File: src/hdl/mse_pkg.sv
// ----------------------------------------------------------------------------
// mse_pkg
// Shared types, codes and parameter defaults of the merge sort engine.
// ----------------------------------------------------------------------------
package mse_pkg;

	localparam int unsigned MAX_ITEMS_DEF  = 1024;
	localparam int unsigned DATA_WIDTH_DEF = 32;

	// request kind carried by req_type
	typedef enum logic {
		REQ_LOAD = 1'b0,
		REQ_READ = 1'b1
	} req_t;

	// result status codes
	typedef enum logic [1:0] {
		ST_LOADED = 2'd0,
		ST_READ   = 2'd1,
		ST_FULL   = 2'd2,
		ST_EMPTY  = 2'd3
	} status_t;

	// merge sequencer states
	typedef enum logic [3:0] {
		M_IDLE,
		M_SEG,
		M_RDA,
		M_CAPA,
		M_CAPB,
		M_STEP,
		M_REFA,
		M_REFB,
		M_DONE
	} merge_state_t;

	// top level request states
	typedef enum logic [2:0] {
		T_IDLE,
		T_SORT,
		T_CHK,
		T_RD,
		T_RESP
	} top_state_t;

	// control and status from the merge sequencer to the top level
	typedef struct packed {
		logic rd_bank;   // bank being read (source of the pass)
		logic wr_en;     // merge write this cycle
		logic wr_bank;   // bank being written (destination of the pass)
		logic done;      // sort finished, one cycle
		logic res_bank;  // bank holding the sorted set when done
	} merge_ctl_t;

endpackage

File: src/hdl/mse_merge.sv
// ----------------------------------------------------------------------------
// mse_merge
// Bottom-up merge sequencer. Each pass merges run pairs from the source bank
// into the destination bank with one shared signed comparator, then the
// banks swap roles. Run width doubles every pass.
// ----------------------------------------------------------------------------
module mse_merge #(
	parameter int unsigned MAX_ITEMS  = mse_pkg::MAX_ITEMS_DEF,
	parameter int unsigned DATA_WIDTH = mse_pkg::DATA_WIDTH_DEF
) (
	input  logic                                 clk,
	input  logic                                 arst_n,
	input  logic                                 start,
	input  logic [$clog2(MAX_ITEMS+1)-1:0]       n,
	output logic [$clog2(MAX_ITEMS)-1:0]         rd_addr,
	input  logic [DATA_WIDTH-1:0]                rd_data,
	output logic [$clog2(MAX_ITEMS)-1:0]         wr_addr,
	output logic [DATA_WIDTH-1:0]                wr_data,
	output mse_pkg::merge_ctl_t                  ctl
);

	localparam int unsigned AW = $clog2(MAX_ITEMS);
	localparam int unsigned CW = $clog2(MAX_ITEMS + 1);
	localparam int unsigned PW = CW + 2;

	mse_pkg::merge_state_t state_q, state_d;

	logic                         src_q;
	logic [PW-1:0]                n_q, width_q, lo_q, mid_q, hi_q, a_q, b_q, k_q;
	logic signed [DATA_WIDTH-1:0] head_a_q, head_b_q;

	logic [PW-1:0] lo_w, mid_c, mid_w, hi_c, a_nx, b_nx, width2;
	logic          a_ok, b_ok, take_a, pass_end;

	// run bounds of the next segment
	assign lo_w   = lo_q + width_q;
	assign mid_c  = (lo_w < n_q) ? lo_w : n_q;
	assign mid_w  = mid_c + width_q;
	assign hi_c   = (mid_w < n_q) ? mid_w : n_q;
	assign width2 = width_q << 1;
	assign pass_end = (lo_q >= n_q);

	// shared comparator: take from run A on ties to keep load order
	assign a_ok   = (a_q < mid_q);
	assign b_ok   = (b_q < hi_q);
	assign take_a = a_ok && (!b_ok || (head_a_q <= head_b_q));
	assign a_nx   = a_q + PW'(1);
	assign b_nx   = b_q + PW'(1);

	// state register
	always_ff @(posedge clk or negedge arst_n) begin
		if (!arst_n) begin
			state_q <= mse_pkg::M_IDLE;
		end else begin
			state_q <= state_d;
		end
	end

	// next state and memory strobes
	always_comb begin
		state_d      = state_q;
		ctl          = '0;
		ctl.rd_bank  = src_q;
		ctl.wr_bank  = ~src_q;
		ctl.res_bank = src_q;
		rd_addr      = a_q[AW-1:0];
		wr_addr      = k_q[AW-1:0];
		wr_data      = take_a ? head_a_q : head_b_q;
		case (state_q)
			mse_pkg::M_IDLE: begin
				if (start) begin
					state_d = (n < CW'(2)) ? mse_pkg::M_DONE : mse_pkg::M_SEG;
				end
			end
			mse_pkg::M_SEG: begin
				if (pass_end) begin
					state_d = (width2 >= n_q) ? mse_pkg::M_DONE : mse_pkg::M_SEG;
				end else begin
					state_d = mse_pkg::M_RDA;
				end
			end
			mse_pkg::M_RDA: begin
				rd_addr = a_q[AW-1:0];
				state_d = mse_pkg::M_CAPA;
			end
			mse_pkg::M_CAPA: begin
				rd_addr = b_q[AW-1:0];
				state_d = mse_pkg::M_CAPB;
			end
			mse_pkg::M_CAPB: begin
				state_d = mse_pkg::M_STEP;
			end
			mse_pkg::M_STEP: begin
				if (k_q == hi_q) begin
					state_d = mse_pkg::M_SEG;
				end else begin
					ctl.wr_en = 1'b1;
					if (take_a) begin
						rd_addr = a_nx[AW-1:0];
						state_d = mse_pkg::M_REFA;
					end else begin
						rd_addr = b_nx[AW-1:0];
						state_d = mse_pkg::M_REFB;
					end
				end
			end
			mse_pkg::M_REFA: begin
				state_d = mse_pkg::M_STEP;
			end
			mse_pkg::M_REFB: begin
				state_d = mse_pkg::M_STEP;
			end
			mse_pkg::M_DONE: begin
				ctl.done = 1'b1;
				state_d  = mse_pkg::M_IDLE;
			end
			default: begin
				state_d = mse_pkg::M_IDLE;
			end
		endcase
	end

	// source bank: clear on start, swap at the end of each pass
	always_ff @(posedge clk or negedge arst_n) begin
		if (!arst_n) begin
			src_q <= 1'b0;
		end else if (state_q == mse_pkg::M_IDLE && start) begin
			src_q <= 1'b0;
		end else if (state_q == mse_pkg::M_SEG && pass_end) begin
			src_q <= ~src_q;
		end
	end

	// run pointers and head values
	always_ff @(posedge clk) begin
		case (state_q)
			mse_pkg::M_IDLE: begin
				if (start) begin
					n_q     <= PW'(n);
					width_q <= PW'(1);
					lo_q    <= '0;
				end
			end
			mse_pkg::M_SEG: begin
				if (pass_end) begin
					width_q <= width2;
					lo_q    <= '0;
				end else begin
					mid_q <= mid_c;
					hi_q  <= hi_c;
					a_q   <= lo_q;
					b_q   <= mid_c;
					k_q   <= lo_q;
				end
			end
			mse_pkg::M_CAPA: begin
				head_a_q <= rd_data;
			end
			mse_pkg::M_CAPB: begin
				head_b_q <= rd_data;
			end
			mse_pkg::M_STEP: begin
				if (k_q == hi_q) begin
					lo_q <= lo_q + width2;
				end else begin
					k_q <= k_q + PW'(1);
					if (take_a) begin
						a_q <= a_nx;
					end else begin
						b_q <= b_nx;
					end
				end
			end
			mse_pkg::M_REFA: begin
				head_a_q <= rd_data;
			end
			mse_pkg::M_REFB: begin
				head_b_q <= rd_data;
			end
			default: begin
			end
		endcase
	end

endmodule

File: config.mk
export PLATFORM = sky130hd
export DESIGN_NAME = mse_merge
export DESIGN_NICKNAME = d
export VERILOG_FILES = /design/src/hdl/mse_pkg.sv /design/src/hdl/mse_merge.sv
export SDC_FILE = /design/constraint.sdc
export NUM_CORES = 1
export LEC_CHECK = 0
export BUFFER_PORTS_ARGS = -buffer_cell sky130_fd_sc_hd__buf_2
export CAP_MARGIN = 20
export CORE_MARGIN = 3
export CORE_UTILIZATION = 60
export DETAILED_ROUTE_END_ITERATION = 12
export PLACE_DENSITY = 0.78
export SLEW_MARGIN = 10
export SYNTH_ARGS = -nofsm -noshare
export SYNTH_HDL_FRONTEND = slang
export SYNTH_SLANG_ARGS = --single-unit
File: constraint.sdc
create_clock -name clk -period 9.16 [get_ports clk]
set_input_delay 1.374 -clock clk [delete_from_list [all_inputs] [get_ports clk]]
set_output_delay 1.374 -clock clk [all_outputs]
set_load 0.03 [all_outputs]
==> results_dict.tcl <==
set metrics [dict create \
    synth_warnings 0 \
    syn-cell-area_um2 11400 \
    reg2reg_from "width_q[1]$_SDFFCE_PN0P_" \
    cp_data_arrival_time_ns 7.62 \
    cts-root-to-sink-buffers 2 \
    max_slew.worst_pin.slew_ns 1.09 \
    slew_headroom_pct 26.8 \
    hpwl_um 20000 \
    num_rows 49 \
    critical_path_capture_point_type "register" \
    max_cap_check_violation_count 0 \
    placeableCoreArea_um2 18300 \
    clock_sink_count 170 \
    pin_count 103 \
    vias_in_the_first_global_route 8229 \
    antenna_cells 0 \
    grt_pass1_wl_um 41600 \
    clockRootBuffer "clkbuf_16" \
    minimum_setup_slack_in_the_final_design_ns 1.73 \
    drt-vias-per-instance 6.05 \
    report.final.setup_viol 0 \
    max_clock_freq_ghz 0.135 \
    floorplan.initialDensity_pct 62.3 \
    die-height_um 144 \
    insertion_delay_ns 0.43 \
    global_route_congestion_overflow_total 0 \
    run_status "finished clean" \
    cts_inserted_buffers 17 \
    setup.worst_path.start_class "register" \
    netlist_instances 1060 \
    grt_use_met2_pct 41.1 \
    average_wire_per_cell_in_the_routed_design_um 18.8 \
    place_congestion 0.919 \
    dieArea_um2 20700 \
    rsz_0062_raised_after_global_routing "false" \
    worst_path_largest_cell_delay_ns 0.97 \
    post_synthesis_cell_type_count 65 \
    die-width_um 144 \
    final_antenna_net_count 0 \
    drt_iter0_drc 642 \
    setup.worst_path.class "register to register" \
    number_of_flops_mapped_to_enable_cells_by_yosys 165 \
    layout.cell_area.non_filler_um2 12700 \
    setup.worst_path.end "hi_q[10]$_DFFE_PP_" \
    hold_path_depth 1 \
    finClkSkew_ns 0.00929 \
    worstRegToRegCells 32 \
    timing.critical_path.slowest_stage_cell "a2111oi_4" \
    final_period_minus_worst_setup_slack_ns 7.43 \
    synth_area_per_cell_um2 10.7 \
    post_route_cells_drive_above_1_share_pct 17.5 \
    final.fill_count 1351 \
    regToRegEndpoint "hi_q[10]$_DFFE_PP_" \
    cts_tree "built" \
    report.final.slew_viol_count 0 \
    synth_seq_area_share_pct 44.6 \
    grt_most_used_layer "met2" \
    dpl-instance-area_um2 12100 \
    synthToLayoutAreaGrowth_pct 11.6 \
    crit_required_ns 9.35 \
    startpoint "width_q[1]$_SDFFCE_PN0P_" \
    via_count 8483 \
    yosys_register_bits 170 \
    cpMostUsedCell "ha_1" \
    synth_top_flop_cell "edfxtp_1" \
    cts.repair_timing.setup_buffer_count 0 \
    path_clk_slew_ns 0.07 \
    cts.hold.buffers_added 0 \
    path_max_fanout 12 \
    share_of_the_clock_period_used_by_the_worst_path_after_layout_pct 81.2 \
    post-route-drc-count 0 \
    r2r_setup_slack_ns 1.73 \
    ys_async_sr_fraction_pct 2.94 \
    hold_path_class "register to register" \
    route.final.wire_length_um 26400 \
    h-tree-depth 4 \
    place.port_buffers 102 \
    global_route.usage.met3_pct 4.43 \
    groute.layer.met1.usage_pct 36.7 \
    grtUsageTotal_pct 25.9 \
    fin_nets 1343 \
    grt_max_degree 53 \
    setup_tns_ns 0 \
    drtPass1Iterations 5 \
    cts_resized 0 \
    fin_util_pct 69.5 \
    dp_worst_setup_slack_ns 1.83 \
    report.final.hold_viol_count 0 \
    antenna_violations_before_repair 0 \
]
-- state kept, by name, summed over array words and instances (netlist names) --
register / cells
src_q: 1
head_a_q: 32
head_b_q: 32
k_q: 13
width_q: 13
mid_q: 13
b_q: 13
lo_q: 12
n_q: 11
hi_q: 13
state_q: 4
a_q: 13
-- cell usage after synthesis, drive strengths merged (4+ instances only) --
library cell / number / share of area [%]
nand2b: 12 / 0.66
nor4: 9 / 0.49
o211ai: 9 / 0.59
a21o: 15 / 0.99
nor2b: 14 / 0.77
nand3: 25 / 1.1
and4: 4 / 0.31
nor2: 95 / 3.1
or2: 4 / 0.22
buf: 19 / 1.2
clkbuf: 18 / 0.59
edfxtp: 165 / 44
dfrtp: 5 / 1.1
nand4: 11 / 0.60
nand2: 50 / 1.6
xnor2: 41 / 3.2
o21ai: 39 / 1.7
o21a: 14 / 0.92
a31oi: 15 / 0.82
mux2i: 4 / 0.35
mux2: 49 / 5.1
ha: 133 / 15
inv: 87 / 2.9
a21oi: 76 / 3.3
nor3: 15 / 0.66
and3: 25 / 1.4
xor2: 32 / 2.5
o22ai: 6 / 0.33
a211oi: 14 / 0.92
-- worst max-delay path, delay by kind of cell, from the launching register on --
family | cells | cell delay, ns
XOR/XNOR | 2 | 0.36
AO/OA/AOI/OAI | 15 | 3.05
buffers and inverters | 3 | 0.33
flip-flops | 1 | 0.46
AND/OR/NAND/NOR | 4 | 0.52
adder cells (fa/ha/maj) | 6 | 1.76
multiplexers | 2 | 0.69
-- metrics by stage --
| stage | hold slack (ns) | instances |
|---|---|---|
| final | 0.603 | 1403 |
| after global routing | 0.613 | 1403 |
| after CTS | 0.602 | 1403 |
| after detailed placement | 0.586 | 1371 |
| after global placement | 0.594 | 1370 |
| after floorplan | 0.553 | 1064 |
-- worst min-delay path by stage --
stage / from / to / slack (ns)
after detailed placement: n_q[2]$_DFFE_PP_ / hi_q[2]$_DFFE_PP_ / 0.59
after global placement: n_q[2]$_DFFE_PP_ / hi_q[2]$_DFFE_PP_ / 0.59
after CTS: n_q[2]$_DFFE_PP_ / hi_q[2]$_DFFE_PP_ / 0.60
final: n_q[2]$_DFFE_PP_ / hi_q[2]$_DFFE_PP_ / 0.60
after floorplan: n_q[2]$_DFFE_PP_ / hi_q[2]$_DFFE_PP_ / 0.55
after global routing: n_q[2]$_DFFE_PP_ / hi_q[2]$_DFFE_PP_ / 0.61
-- final cells by class --
type / count / area, µm² / share of cell area [%]
Inverter: 87 / 327 / 2.57
Multi-Input combinational cell: 770 / 5840 / 46.0
Tap cell: 229 / 287 / 2.26
Clock buffer: 18 / 429 / 3.38
Timing Repair Buffer: 115 / 608 / 4.79
Clock inverter: 14 / 131 / 1.03
Sequential cell: 170 / 5080 / 40.0
-- cell families after synthesis --
group	after synthesis	synth area share, %
AND/OR/NAND/NOR	281	12.1
AO/OA/AOI/OAI	222	12.4
flip-flops	170	44.6
adder cells (fa/ha/maj)	136	15.1
buffers and inverters	124	4.64
XOR/XNOR	73	5.62
multiplexers	53	5.50
other	1	0.0329
-- cell usage in the layout (no fill, tap or decap), types with 14 or more instances in the layout --
master / n
a211oi_1: 14
a21o_1: 15
a21oi_1: 76
a31oi_1: 15
and3_1: 25
buf_2: 102
clkbuf_16: 17
edfxtp_1: 165
ha_1: 133
inv_1: 87
mux2_2: 39
nand2_1: 49
nand3_1: 25
nor2_1: 93
nor2b_1: 14
o21a_1: 14
o21ai_0: 37
xnor2_1: 41
xor2_1: 32
-- layer usage --
| metal | vias to the layer above | part of all wire [%] |
|---|---|---|
| li1 | 4095 | - |
| met1 | 4040 | 45 |
| met3 | 44 | 6.6 |
| met4 | 0 | 2.2 |
| met5 | - | 0 |
| met2 | 304 | 46 |
Power is not shown: default switching activity piles up to over one toggle a cycle in this logic, so the estimate is an artifact.
